==> src/hdl/lru_pkg.sv <==
// Shared constants and types for the LRU age replacement block.
package lru_pkg;

	localparam int FRAMES       = 16;
	localparam int AGE_BITS     = 16;
	localparam int WAY_W        = (FRAMES > 1) ? $clog2(FRAMES) : 1;
	localparam int COUNT_W      = $clog2(FRAMES + 1);
	localparam int CFG_W        = 5;
	localparam int HIT_WAY_W    = 4;
	localparam int VICTIM_WAY_W = 4;
	localparam int VICTIM_AGE_W = 16;

	localparam logic [AGE_BITS-1:0] AGE_MAX = {AGE_BITS{1'b1}};
	localparam logic [CFG_W-1:0]    FRAME_COUNT_RST = CFG_W'(16);

	typedef enum logic [1:0] {
		ST_IDLE,
		ST_SCAN,
		ST_DONE
	} state_t;

endpackage

==> src/hdl/lru_if.sv <==
// Request and response channel interfaces for the LRU age replacement block.
interface lru_req_if;
	logic                           valid;
	logic                           ready;
	logic                           is_hit;
	logic [lru_pkg::HIT_WAY_W-1:0]  hit_way;

	modport source (output valid, output is_hit, output hit_way, input ready);
	modport sink   (input valid, input is_hit, input hit_way, output ready);
endinterface

interface lru_rsp_if;
	logic                              valid;
	logic                              ready;
	logic [lru_pkg::VICTIM_WAY_W-1:0]  victim_way;
	logic [lru_pkg::VICTIM_AGE_W-1:0]  victim_age;

	modport source (output valid, output victim_way, output victim_age, input ready);
	modport sink   (input valid, input victim_way, input victim_age, output ready);
endinterface

==> src/hdl/lru_age_replacement.sv <==
// Top level: LRU victim selection with per-frame age counters held in a RAM.
//
// req carries one page reference (is_hit, hit_way); rsp returns one result
// per request: the next victim frame and its age. cfg_we/cfg_data set the
// number of frames in use (0 acts as 1, above FRAMES acts as FRAMES); write
// it only while no request is in flight.
// Each request scans the in-use frames through the age RAM, one frame per
// cycle: a read is issued each cycle and the returned age is updated, written
// back and compared against the running maximum the next cycle. A new request
// is taken only in the idle state, once the previous scan has ended and its
// response is loaded; the scan loop over the age RAM, one read and one
// write per cycle, sets how often requests can be taken.
// The response sits in an output register; the next request is accepted
// while it waits. If the receiver is still stalling when the following scan
// ends, the block holds in its final state until the register frees up.
// Reset (arst_n low) clears the victim pointer, the output register and the
// per-frame valid bits, so every age reads as zero; frame count resets to 16.
module lru_age_replacement (
	input  logic                       clk,
	input  logic                       arst_n,
	input  logic                       cfg_we,
	input  logic [lru_pkg::CFG_W-1:0]  cfg_data,
	lru_req_if.sink                    req,
	lru_rsp_if.source                  rsp
);

	localparam int WAY_W    = lru_pkg::WAY_W;
	localparam int COUNT_W  = lru_pkg::COUNT_W;
	localparam int AGE_BITS = lru_pkg::AGE_BITS;

	lru_pkg::state_t state_q, state_d;

	logic [lru_pkg::CFG_W-1:0]           fc_q;
	logic [COUNT_W-1:0]                  n_c;
	logic [COUNT_W-1:0]                  cnt_q;
	logic [WAY_W-1:0]                    vp_q;
	logic                                miss_q;
	logic                                hit_q;
	logic [lru_pkg::HIT_WAY_W-1:0]       way_q;

	logic [AGE_BITS-1:0]                 mem [lru_pkg::FRAMES];
	logic [lru_pkg::FRAMES-1:0]          vld_q;
	logic                                rd_en;
	logic                                rd_v_s1;
	logic                                rd_ok_s1;
	logic [WAY_W-1:0]                    rd_idx_s1;
	logic [AGE_BITS-1:0]                 rd_data_s1;
	logic [AGE_BITS-1:0]                 age_cur;
	logic [AGE_BITS-1:0]                 age_new;

	logic [AGE_BITS-1:0]                 best_q;
	logic [WAY_W-1:0]                    pick_q;
	logic                                found_q;
	logic [WAY_W-1:0]                    vp_next;

	logic                                out_v_q;
	logic [lru_pkg::VICTIM_WAY_W-1:0]    out_way_q;
	logic [lru_pkg::VICTIM_AGE_W-1:0]    out_age_q;
	logic                                load_out;
	logic                                req_acc;
	logic                                scan_last;

	// frames in use, clamped to 1..FRAMES
	always_comb begin
		if (fc_q == '0) begin
			n_c = COUNT_W'(1);
		end else if (32'(fc_q) > 32'(lru_pkg::FRAMES)) begin
			n_c = COUNT_W'(lru_pkg::FRAMES);
		end else begin
			n_c = COUNT_W'(fc_q);
		end
	end

	always_ff @(posedge clk or negedge arst_n) begin
		if (!arst_n) begin
			fc_q <= lru_pkg::FRAME_COUNT_RST;
		end else if (cfg_we) begin
			fc_q <= cfg_data;
		end
	end

	assign req_acc   = req.valid && req.ready;
	assign scan_last = rd_v_s1 && (cnt_q == n_c);

	// next state
	always_comb begin
		state_d = state_q;
		case (state_q)
			lru_pkg::ST_IDLE: begin
				if (req.valid) begin
					state_d = lru_pkg::ST_SCAN;
				end
			end
			lru_pkg::ST_SCAN: begin
				if (scan_last) begin
					state_d = lru_pkg::ST_DONE;
				end
			end
			lru_pkg::ST_DONE: begin
				if (!out_v_q || rsp.ready) begin
					state_d = lru_pkg::ST_IDLE;
				end
			end
			default: state_d = lru_pkg::ST_IDLE;
		endcase
	end

	// state outputs
	always_comb begin
		req.ready = 1'b0;
		rd_en     = 1'b0;
		load_out  = 1'b0;
		case (state_q)
			lru_pkg::ST_IDLE: req.ready = 1'b1;
			lru_pkg::ST_SCAN: rd_en = (cnt_q < n_c);
			lru_pkg::ST_DONE: load_out = !out_v_q || rsp.ready;
			default: req.ready = 1'b0;
		endcase
	end

	always_ff @(posedge clk or negedge arst_n) begin
		if (!arst_n) begin
			state_q <= lru_pkg::ST_IDLE;
		end else begin
			state_q <= state_d;
		end
	end

	// request capture; a miss restarts the current victim, which is in use
	// exactly when the scan reaches its index
	always_ff @(posedge clk) begin
		if (req_acc) begin
			miss_q <= !req.is_hit;
			hit_q  <= req.is_hit;
			way_q  <= req.hit_way;
		end
	end

	// read side of the age RAM
	always_ff @(posedge clk or negedge arst_n) begin
		if (!arst_n) begin
			cnt_q   <= '0;
			rd_v_s1 <= 1'b0;
		end else begin
			if (req_acc) begin
				cnt_q <= '0;
			end else if (rd_en) begin
				cnt_q <= cnt_q + COUNT_W'(1);
			end
			rd_v_s1 <= rd_en;
		end
	end

	always_ff @(posedge clk) begin
		if (rd_en) begin
			rd_data_s1 <= mem[cnt_q[WAY_W-1:0]];
			rd_ok_s1   <= vld_q[cnt_q[WAY_W-1:0]];
			rd_idx_s1  <= cnt_q[WAY_W-1:0];
		end
	end

	// age update for the entry just read
	always_comb begin
		age_cur = rd_ok_s1 ? rd_data_s1 : '0;
		if ((miss_q && rd_idx_s1 == vp_q) ||
		    (hit_q && COUNT_W'(rd_idx_s1) == COUNT_W'(way_q))) begin
			age_new = '0;
		end else if (age_cur == lru_pkg::AGE_MAX) begin
			age_new = age_cur;
		end else begin
			age_new = age_cur + AGE_BITS'(1);
		end
	end

	// write back; the next read is always a higher index, so no overlap
	always_ff @(posedge clk) begin
		if (rd_v_s1) begin
			mem[rd_idx_s1] <= age_new;
		end
	end

	always_ff @(posedge clk or negedge arst_n) begin
		if (!arst_n) begin
			vld_q <= '0;
		end else if (rd_v_s1) begin
			vld_q[rd_idx_s1] <= 1'b1;
		end
	end

	// running maximum, lowest index wins ties
	always_ff @(posedge clk or negedge arst_n) begin
		if (!arst_n) begin
			found_q <= 1'b0;
		end else if (req_acc) begin
			found_q <= 1'b0;
		end else if (rd_v_s1 && age_new > best_q) begin
			found_q <= 1'b1;
		end
	end

	always_ff @(posedge clk) begin
		if (req_acc) begin
			best_q <= '0;
			pick_q <= '0;
		end else if (rd_v_s1 && age_new > best_q) begin
			best_q <= age_new;
			pick_q <= rd_idx_s1;
		end
	end

	always_comb begin
		if (found_q) begin
			vp_next = pick_q;
		end else if (COUNT_W'(vp_q) >= n_c) begin
			vp_next = '0;
		end else begin
			vp_next = vp_q;
		end
	end

	always_ff @(posedge clk or negedge arst_n) begin
		if (!arst_n) begin
			vp_q <= '0;
		end else if (load_out) begin
			vp_q <= vp_next;
		end
	end

	// output register
	always_ff @(posedge clk or negedge arst_n) begin
		if (!arst_n) begin
			out_v_q <= 1'b0;
		end else if (load_out) begin
			out_v_q <= 1'b1;
		end else if (rsp.ready) begin
			out_v_q <= 1'b0;
		end
	end

	// with no age above zero every in-use age is zero
	always_ff @(posedge clk) begin
		if (load_out) begin
			out_way_q <= lru_pkg::VICTIM_WAY_W'(vp_next);
			out_age_q <= found_q ? lru_pkg::VICTIM_AGE_W'(best_q) : '0;
		end
	end

	assign rsp.valid      = out_v_q;
	assign rsp.victim_way = out_way_q;
	assign rsp.victim_age = out_age_q;

endmodule

==> src/flat_wrapper.sv <==
// flat-port wrapper written by rule: the top's interface ports become plain ports
module lru_age_replacement_flat 
  (clk, arst_n, cfg_we, cfg_data, req_valid, req_is_hit, req_hit_way, req_ready, rsp_valid, rsp_victim_way, rsp_victim_age, rsp_ready);
  lru_req_if req_i ();
  lru_rsp_if rsp_i ();
  input  logic clk;
  input  logic arst_n;
  input  logic cfg_we;
  input  logic [lru_pkg::CFG_W-1:0] cfg_data;
  input wire logic [$bits(req_i.valid)-1:0] req_valid;
  input wire logic [$bits(req_i.is_hit)-1:0] req_is_hit;
  input wire logic [$bits(req_i.hit_way)-1:0] req_hit_way;
  output wire logic [$bits(req_i.ready)-1:0] req_ready;
  output wire logic [$bits(rsp_i.valid)-1:0] rsp_valid;
  output wire logic [$bits(rsp_i.victim_way)-1:0] rsp_victim_way;
  output wire logic [$bits(rsp_i.victim_age)-1:0] rsp_victim_age;
  input wire logic [$bits(rsp_i.ready)-1:0] rsp_ready;
  assign req_i.valid = req_valid;
  assign req_i.is_hit = req_is_hit;
  assign req_i.hit_way = req_hit_way;
  assign req_ready = req_i.ready;
  assign rsp_valid = rsp_i.valid;
  assign rsp_victim_way = rsp_i.victim_way;
  assign rsp_victim_age = rsp_i.victim_age;
  assign rsp_i.ready = rsp_ready;
  lru_age_replacement u_core (.clk(clk), .arst_n(arst_n), .cfg_we(cfg_we), .cfg_data(cfg_data), .req(req_i), .rsp(rsp_i));
endmodule
==> config.mk <==
export PLATFORM = sky130hd
export DESIGN_NAME = lru_age_replacement_flat
export DESIGN_NICKNAME = d
export VERILOG_FILES = /design/src/hdl/lru_pkg.sv /design/src/hdl/lru_if.sv /design/src/hdl/lru_age_replacement.sv /design/src/flat_wrapper.sv
export SDC_FILE = /design/constraint.sdc
export NUM_CORES = 1
export LEC_CHECK = 0
export ABC_AREA = 1
export BUFFER_PORTS_ARGS = -buffer_cell sky130_fd_sc_hd__buf_4
export CORE_MARGIN = 2
export CORE_UTILIZATION = 40
export CTS_CLUSTER_SIZE = 24
export DETAILED_ROUTE_END_ITERATION = 10
export PLACE_DENSITY = 0.66
export SETUP_SLACK_MARGIN = 0.4
export SKIP_LAST_GASP = 1
export SLEW_MARGIN = 30
export SYNTH_ARGS = -nofsm -noshare
export SYNTH_HDL_FRONTEND = slang
export SYNTH_SLANG_ARGS = --single-unit
==> constraint.sdc <==
create_clock -name clk -period 10.7 [get_ports clk]
set_clock_uncertainty 0.05 [all_clocks]
set_input_delay 2.14 -clock clk [delete_from_list [all_inputs] [get_ports clk]]
set_output_delay 2.14 -clock clk [all_outputs]
set_load 0.03 [all_outputs]
==> impl_metrics.ini, run 1 <==
[outcome]
status = finished, final reports clean

[setup_path]
crit_type = reg -> reg
setup.worst_path.start_class = flip-flop
crit_required_ns = 11.06
slowest_stage = edfxtp_1
end_kind = flip-flop
cp_cell_sequence = nand2_2 > inv_1 > ha_1 > nand2_1 > nor2_8 > nand2_4 > nor2_4 > nand3_2 > a21oi_2 > ha_1 > a21oi_1 > nand2_1 > a21oi_1 > nand3_1 > nand2_1 > nand2_1 > nand2_1 > nor2_1
cp_max_fo = 29
crit_top_cell = nand2_1
worst_path_largest_cell_delay_ns = 0.93
cp_data_arrival_time_ns = 5.33

[place]
portBuffers = 36
gp_congestion = 0.900
place_ws_ns = 5.84
dp_hpwl_um = 21300

[clock_tree]
post_cts_resized = 0
cts_tree = yes
cts_setup_buffers = 0
cts_buffers = 37
hold_buffers = 0
htreeDepth = 2
cts_buffer_depth = 3
clock_latency_ns = 0.53
numClockSinks = 358
cts.clk_slew.worst_paths_ns = 0.06
cts_root_buffer = clkbuf_16

[routing]
wire_per_inst_um = 19.5
wirelength_um = 37700
dr_total_vias = 10300
routed_via_density = 5.33
drc = 0
drtPass1Iterations = 7
drtAntennaViolNets = 0
drt-initial-drc-count = 996

[grt]
met1_usage_pct = 26.7
grt_pass1_wl_um = 57500
grt_max_degree = 90
met3_usage_pct = 2.73
grt_overflow = 0
top_usage_layer = met2
antenna_found_initial = 0
use_met2_pct = 30.8
grt_pass1_vias = 9773
groute.usage.overall_pct = 19.2

[sta]
tightestPinTransition_ns = 0.946
final_hold_viol_count = 0
finalMaxSlewViolations = 0
setup_viol = 0
setup_tns_ns = 0
min_period_over_period_pct = 46.5
slew_headroom_pct = 36.9
max_freq_mhz = 201
rsz0062_at_grt = no
finalCriticalPeriod_ns = 4.97
setup_ws_ns = 5.73

[logic_synthesis]
synth_compound_area_share_pct = 10.0
synth.distinct_cells = 43
async_flop_share_pct = 9.78
synth.area.mux_share_pct = 0
synth_top_area_share_pct = 59.5
synth_edf_count = 303
ys.flop_type = edfxtp_1
ys_top_cells_by_area = edfxtp_1, dfrtp_1, nor2_1, o21ai_0, nand2_1
synth_top_family_by_area = simple AND/OR/NAND/NOR gates
synth_area_leader_cell = edfxtp_1
ys_ff_latch = 358
syn_nets = 1404
synth_fa_ha_area_share_pct = 2.21
syn-instance-count = 1362
synth-simple-area-share_pct = 14.9
synth_area_um2 = 15300
synth-xor-area-share_pct = 0.573
syn_area_per_cell_um2 = 11.2
yosysSeqAreaShare_pct = 67.9
ys.warnings.count = 0

[layout]
diodes = 0
drive_above_1_share_pct = 12.4
nNetsFinal = 1437
final_common_cell = edfxtp_1
area_delta_synth_final_pct = 13.3
layout_common_cells = edfxtp_1, nand2_1, nor2_1

[pwr]
p_leak_nw = 6.52
power_density_nw_per_um2 = 311
max-vdd-ir-drop_mv = 0.136

[worst_hold_path]
min_path_type = reg -> reg

[floorplan]
die_h_um = 199
die_area_um2 = 39800
die_w_um = 199
fp-row-count = 71
core_area_um2 = 37700
start_util_pct = 40.6
ioPinCount = 37

[job]
cap_violations = 0
registers in the layout, summed over array words and instances, names as in the netlist, 2 cells and up:
signal	count
u_core.cnt_q	5
u_core.rd_idx_s1	4
u_core.fc_q	5
u_core.vp_q	4
u_core.rd_data_s1	16
u_core.best_q	16
u_core.vld_q	16
u_core.pick_q	4
u_core.state_q	2
u_core.rsp.victim_way	4
u_core.mem	256
u_core.rsp.victim_age	16
u_core.way_q	4
synth_stat cells, drive strengths merged (24+ instances only):
| master | count |
|---|---|
| a21oi | 31 |
| buf | 24 |
| clkbuf | 41 |
| dfrtp | 34 |
| edfxtp | 303 |
| ha | 27 |
| inv | 96 |
| nand2 | 220 |
| nand3 | 70 |
| nor2 | 229 |
| o21ai | 163 |
| o221ai | 27 |
| o22ai | 37 |
path summary, 6_finish.rpt:
kind | start | endpoint | slack, ns | depth (start not counted)
setup / recovery | u_core.rd_ok_s1$_DFFE_PP_ | u_core.best_q[10]$_SDFFE_PP0P_ | 5.73 | 18
hold / removal | u_core.vld_q[2]$_DFFE_PN0P_ | u_core.vld_q[2]$_DFFE_PN0P_ | 0.41 | 2
setup reg to reg | u_core.rd_ok_s1$_DFFE_PP_ | u_core.best_q[10]$_SDFFE_PP0P_ | 5.73 | 18
hold reg to reg | u_core.vld_q[2]$_DFFE_PN0P_ | u_core.vld_q[2]$_DFFE_PN0P_ | 0.41 | 2
max in group asynchronous | arst_n | u_core.cnt_q[0]$_DFFE_PN0P_ | 8.73 | 1
min in group asynchronous | arst_n | u_core.state_q[0]$_DFFE_PN0P_ | 1.51 | 1
logic make-up after synthesis:
family | Yosys count
and+or+nand+nor | 538
DFF | 358
AOI/OAI and AO/OA | 266
buffers and inverters | 163
adders and majority gates | 27
xor gates and xnor gates | 10
routing by layer:
| metal | routed length [um] | up-vias |
|---|---|---|
| li1 | - | 4828 |
| met4 | 1170 | 0 |
| met3 | 2700 | 88 |
| met5 | 0 | - |
| met1 | 16400 | 5001 |
| met2 | 17400 | 391 |
power breakdown:
| part | internal, mW | total (mW) | switching [mW] |
|---|---|---|---|
| Clock | 0.744 | 1.27 | 0.523 |
| Sequential | 2.06 | 2.24 | 0.181 |
| Combinational | 0.517 | 1.88 | 1.36 |
worst max-delay path: cells and delay by family, from the launching register on:
family / cells / cell delay [ns]
fa+ha+maj: 2 / 0.59
compound gates: 3 / 1.05
flops: 1 / 0.93
simple gates: 12 / 2.03
buf+inv: 1 / 0.18
per-stage QoR:
stage / cells / instance area [um^2] / util, % / hold WS (ns) / total power, mW
2_1_floorplan: 1362 / 15300 / - / 0.377 / 3.52
3_3_place_gp: 1867 / 16100 / 42.8 / 0.390 / 4.07
3_5_place_dp: 1867 / 16100 / 42.8 / 0.398 / 4.13
4_1_cts: 1934 / 17300 / 46.0 / 0.413 / 5.39
5_1_grt: 1934 / 17300 / 46.0 / 0.426 / 5.72
6_report: 1934 / 17300 / 46.0 / 0.407 / 5.38
final cells by class:
cell class / count / area (um^2)
Timing Repair Buffer: 59 / 443
Fill cell: 3426 / 20400
Clock buffer: 45 / 966
Inverter: 98 / 369
Sequential cell: 358 / 10400
Clock inverter: 22 / 231
Multi-Input combinational cell: 841 / 4280
Tap cell: 511 / 639
No activity file was read; power rests on OpenSTA's default activity.
==> run 2: changes to the inputs <==
Settings changed: PLACE_DENSITY 0.66 to 0.68.
Clock period 10.7 ns to 4.1 ns, I/O delays scaled along.
==> run 2 against run 1 <==
Maximum frequency up 50%. Hold slack worse by 0.22 ns. Global-route usage down 0.56 points. First-iteration DRC count down 1.2%. Clock power rose to 2.5 times the previous value. Combinational power grew to 2.7 times the previous value. Wire length down 4.1%. Non-clock buffer count increased by 25. Final area is 1.1% higher. Highest routed layer unchanged. Sequential power grew to 2.6 times the previous value. Worst setup slack got worse by 5.0 ns.
==> impl_metrics.ini, run 2 (synthesis gave the netlist of run 1 again) <==
[clock_tree]
cts.clk_slew.worst_paths_ns = 0.06
cts_root_buffer = clkbuf_16
clock_latency_ns = 0.54
hold_buffers = 0
cts_buffer_depth = 3
cts_buffers = 38
htreeDepth = 2
numClockSinks = 358
cts_tree = yes

[grt]
antenna_found_initial = 0
grt_overflow = 0
grt_max_degree = 68
grt_pass1_vias = 10000
groute.usage.overall_pct = 18.7
grt_pass1_wl_um = 56200

[job]
cap_violations = 0

[sta]
finalMaxSlewViolations = 0
max_freq_mhz = 301
holdWs_ns = 0.187
min_period_over_period_pct = 81.1
final_hold_viol_count = 0
finalCriticalPeriod_ns = 3.32
setup_tns_ns = 0
setup_viol = 0
slew_headroom_pct = 41.0
rsz0062_at_grt = no
tightestPinTransition_ns = 0.880

[place]
dp_hpwl_um = 21300
post_dp_cell_area_um2 = 16300
gp_congestion = 0.883
portBuffers = 36

[layout]
nNetsFinal = 1463
final_common_cell = edfxtp_1
layout_common_cells = edfxtp_1, nand2_1, nor2_1
design_area_um2 = 17500
largest_reg_flops = 256
area_delta_synth_final_pct = 14.5
top_register = u_core.mem
drive_above_1_share_pct = 14.6
diodes = 0
final_util_pct = 46.5

[worst_hold_path]
min_path_type = in -> async

[floorplan]
core_area_um2 = 37700
ioPinCount = 37
fp-row-count = 71
die_area_um2 = 39800
die_h_um = 199
start_util_pct = 40.6
die_w_um = 199

[setup_path]
crit_required_ns = 4.47
crit_top_cell = nand2_1
slowest_stage = edfxtp_1
cp_data_arrival_time_ns = 3.69
worst_path_largest_cell_delay_ns = 0.38
setup.worst_path.start_class = flip-flop
crit_buf_inv = 4
cp_max_fo = 29
crit_type = reg -> reg
end_kind = flip-flop
cp_cell_sequence = buf_4 > nand2_1 > inv_1 > ha_1 > nand2_1 > nor2_8 > nand2_4 > nor2_4 > nand3_1 > nand3_1 > and2_4 > ha_1 > nand2_1 > nor2_2 > nand2_1 > inv_1 > nand2_1 > nor2_1 > nor2_1 > nand2_1 > buf_6 > nor2_1 > nor2_1
cp_top_family = simple AND/OR/NAND/NOR gates

[pwr]
power_density_nw_per_um2 = 808
max-vdd-ir-drop_mv = 0.372
power_mw = 14.2
p_leak_nw = 6.64

[routing]
wirelength_um = 36100
dr_total_vias = 10300
drtPass1Iterations = 5
routed_via_density = 5.25
drtAntennaViolNets = 0
drc = 0
wire_per_inst_um = 18.4
drt-initial-drc-count = 984

[outcome]
status = finished, final reports clean
run 2: cell count changes in the layout (fill, tap and decap cells not counted), sizes merged:
cell,delta
clkinv,+6
buf,+25
clkbuf,-2
clkinvlp,+6
inv,-3
bufinv,-4
run 2: metrics by stage:
stage / setup WS, ns / cells
5_1_grt: 0.413 / 1962
2_1_floorplan: 0.658 / 1362
3_3_place_gp: 0.529 / 1889
3_5_place_dp: 0.397 / 1889
6_report: 0.775 / 1962
4_1_cts: 0.404 / 1959
run 2: where the power goes:
part           internal [mW]  leakage [nW]  switching (mW)  total [mW]
clock network           1.81         0.573            1.42        3.23
registers               5.36          3.36           0.447        5.80
logic                   1.54          2.71            3.58        5.12
run 2: what timing repair did:
item                       4_1_cts  5_1_grt
pin swaps                        0        1
resized for setup                2        5
buffers inserted                 0        3
setup endpoints to repair       11       21
run 2: worst register-to-register path: stages (launching register included):
cell and delay (ns):
edfxtp_1 0.38, buf_4 0.19, nand2_1 0.08, inv_1 0.06, ha_1 0.17, nand2_1 0.13
nor2_8 0.13, nand2_4 0.08, nor2_4 0.16, nand3_1 0.13, nand3_1 0.13, and2_4 0.27
ha_1 0.29, nand2_1 0.09, nor2_2 0.05, nand2_1 0.07, inv_1 0.06, nand2_1 0.07
nor2_1 0.04, nor2_1 0.10, nand2_1 0.08, buf_6 0.18, nor2_1 0.14, nor2_1 0.06
run 2: final timing paths:
| kind | cells past startpoint | end | from | slack (ns) |
|---|---|---|---|---|
| setup / recovery | 23 | u_core.best_q[3]$_SDFFE_PP0P_ | u_core.rd_ok_s1$_DFFE_PP_ | 0.78 |
| hold / removal | 1 | u_core.state_q[1]$_DFFE_PN0P_ | arst_n | 0.19 |
| setup reg to reg | 23 | u_core.best_q[3]$_SDFFE_PP0P_ | u_core.rd_ok_s1$_DFFE_PP_ | 0.78 |
| hold reg to reg | 1 | u_core.vld_q[15]$_DFFE_PN0P_ | u_core.vld_q[15]$_DFFE_PN0P_ | 0.42 |
| max in group asynchronous | 1 | u_core.cnt_q[0]$_DFFE_PN0P_ | arst_n | 3.45 |
| min in group clk | 1 | u_core.way_q[2]$_DFFE_PP_ | req_hit_way[2] | 0.41 |
run 2: final cells by class:
class	instances	area [um^2]
inverter	98	373
timing repair buffer	84	638
fill	3425	20200
multi-input combinational	841	4290
clock buffer	43	1020
sequential	358	10400
clock inverter	27	169
tap	511	639
run 2: layer usage:
layer,part of all wire (%),vias up,GRT usage (%)
li1,-,4881,-
met1,44,4995,25.0
met2,46,360,30.1
met3,6.6,72,3.26
met4,3.4,0,7.54
met5,0,-,0
==> run 3: changes to the inputs <==
Clock period 4.1 ns to 2.73 ns, I/O delays scaled along.
==> run 3 against run 2 <==
The flow now finishes with violations (setup timing). Worst setup slack lost 1.1 ns. Maximum frequency grew 9.1%. Core utilization grew 3.5 points. Hold slack lost 0.035 ns. Sequential cell count is the same. Via count grew 4.6%. Wire length grew 7.7%. Clock-buffer cell count grew 8. Die area is the same. Non-clock buffer count grew 70. Critical path depth shrank 4. Critical path type unchanged. Highest routed layer unchanged.
==> impl_metrics.ini, run 3 (synthesis gave the netlist of run 1 again) <==
[outcome]
status = finished, violations left
violations = setup timing

[floorplan]
die_w_um = 199
start_util_pct = 40.6
die_area_um2 = 39800
fp-row-count = 71
ioPinCount = 37
die_h_um = 199
core_area_um2 = 37700

[setup_path]
r2r_slack_ns = -0.32
rr_worst_depth = 19
cp_data_arrival_time_ns = 3.41
r2r_start = u_core.rd_ok_s1$_DFFE_PP_
setup.worst_path.start_class = flip-flop
cp_max_fo = 7
crit_required_ns = 3.09
end_kind = flip-flop
cp-startpoint = u_core.rd_ok_s1$_DFFE_PP_
timing.rr.end = u_core.best_q[3]$_SDFFE_PP0P_
crit_type = reg -> reg

[sta]
min_period_over_period_pct = 112
tightestPinTransition_ns = 0.885
finalMaxSlewViolations = 0
final_hold_viol_count = 0
finalCriticalPeriod_ns = 3.05
setup_viol = 21
rsz0062_at_grt = yes
setup_ws_ns = -0.318
setup_tns_ns = -5.88
slew_headroom_pct = 40.9
max_freq_mhz = 328

[clock_tree]
cts_buffers = 38
clock_latency_ns = 0.54
cts_root_buffer = clkbuf_16
cts_tree = yes
cts.clk_slew.worst_paths_ns = 0.06
htreeDepth = 2
cts_buffer_depth = 3
numClockSinks = 358

[routing]
drt-initial-drc-count = 1125
routed_via_density = 5.31
wirelength_um = 38900
wire_per_inst_um = 19.2
drtPass1Iterations = 5
drtAntennaViolNets = 0
dr_total_vias = 10800
drc = 0

[worst_hold_path]
min_path_type = in -> reg
min_from = req_hit_way[2]
holdPathStages = 1
hold_end = u_core.way_q[2]$_DFFE_PP_

[pwr]
power_density_nw_per_um2 = 1260
power_mw = 23.7
p_leak_nw = 7.18
max-vdd-ir-drop_mv = 0.571

[layout]
largest_reg_flops = 256
nNetsFinal = 1533
final_common_cell = edfxtp_1
layout_common_cells = edfxtp_1, nor2_1, nand2_1
drive_above_1_share_pct = 23.5
final_util_pct = 50.0
top_register = u_core.mem
area_delta_synth_final_pct = 23.2

[place]
portBuffers = 36
dp_hpwl_um = 21500
gp_congestion = 0.892

[job]
cap_violations = 0

[grt]
grt_pass1_vias = 10200
antenna_found_initial = 1
groute.usage.overall_pct = 19.2
grt_pass1_wl_um = 57700
grt_overflow = 0
grt_max_degree = 140
-- run 3: worst max path at each step --
stage	end	slack (ns)	cells past startpoint
2_1_floorplan	u_core.best_q[15]$_SDFFE_PP0P_	-0.40	26
3_3_place_gp	u_core.best_q[0]$_SDFFE_PP0P_	-0.19	23
3_5_place_dp	u_core.best_q[11]$_SDFFE_PP0P_	-0.27	22
4_1_cts	u_core.best_q[3]$_SDFFE_PP0P_	-0.19	24
5_1_grt	u_core.best_q[14]$_SDFFE_PP0P_	-0.49	24
6_report	u_core.best_q[3]$_SDFFE_PP0P_	-0.32	19
-- run 3: worst max-delay path: stages, from the launching register on --
cell and delay (ns):
edfxtp_1 0.42, buf_6 0.17, clkbuf_16 0.15, nand2_2 0.06, inv_2 0.06, nand2_2 0.06, nor2_4 0.20, nand3_4 0.14
clkbuf_16 0.20, a21oi_4 0.18, ha_4 0.23, a21oi_1 0.15, nand2_1 0.12, a21oi_2 0.15, nand3_2 0.12, nand2_4 0.16
clkbuf_16 0.17, nand2_1 0.05, nand2_1 0.05, nor2_1 0.04
-- run 3: power breakdown --
part           total [mW]  internal (mW)  switching [mW]
logic                10.2           3.68            6.48
registers            8.58           8.04           0.539
clock network        5.00           2.92            2.08
total                23.7           14.6            9.10
-- run 3: through the flow --
step	hold slack, ns	instance area (um^2)	instances	setup WS [ns]
global route	0.142	18800	2030	-0.487
floorplan	0.200	15500	1362	-0.395
CTS	0.136	18300	2018	-0.193
detailed placement	0.399	16900	1941	-0.266
global placement	0.390	16900	1941	-0.189
finish	0.152	18800	2031	-0.318
-- run 3: repair_timing --
action / in CTS / in global routing
hold endpoints to repair: 34 / 0
setup endpoints to repair: 58 / 59
pin swaps: 12 / 46
hold buffers: 1 / 0
buffers inserted: 5 / 8
resized for setup: 26 / 82
cloned: 3 / 4
-- run 3: cell type report --
class                   count  area, um^2
clock inverters            17         183
fillers                  3312       18800
well taps                 511         639
diodes                      1        2.50
clock buffers              51        1020
flip-flops and latches    358       10400
multi-input cells         841        4850
inverters                  98         377
repair buffers            154        1390
-- run 3: routing by layer --
layer	share of wire, %	GRT usage, %	vias up
met2	48	32.3	409
met5	0	0	-
li1	-	-	5018
met4	3.6	7.22	0
met1	41	24.7	5266
met3	7.2	3.63	91
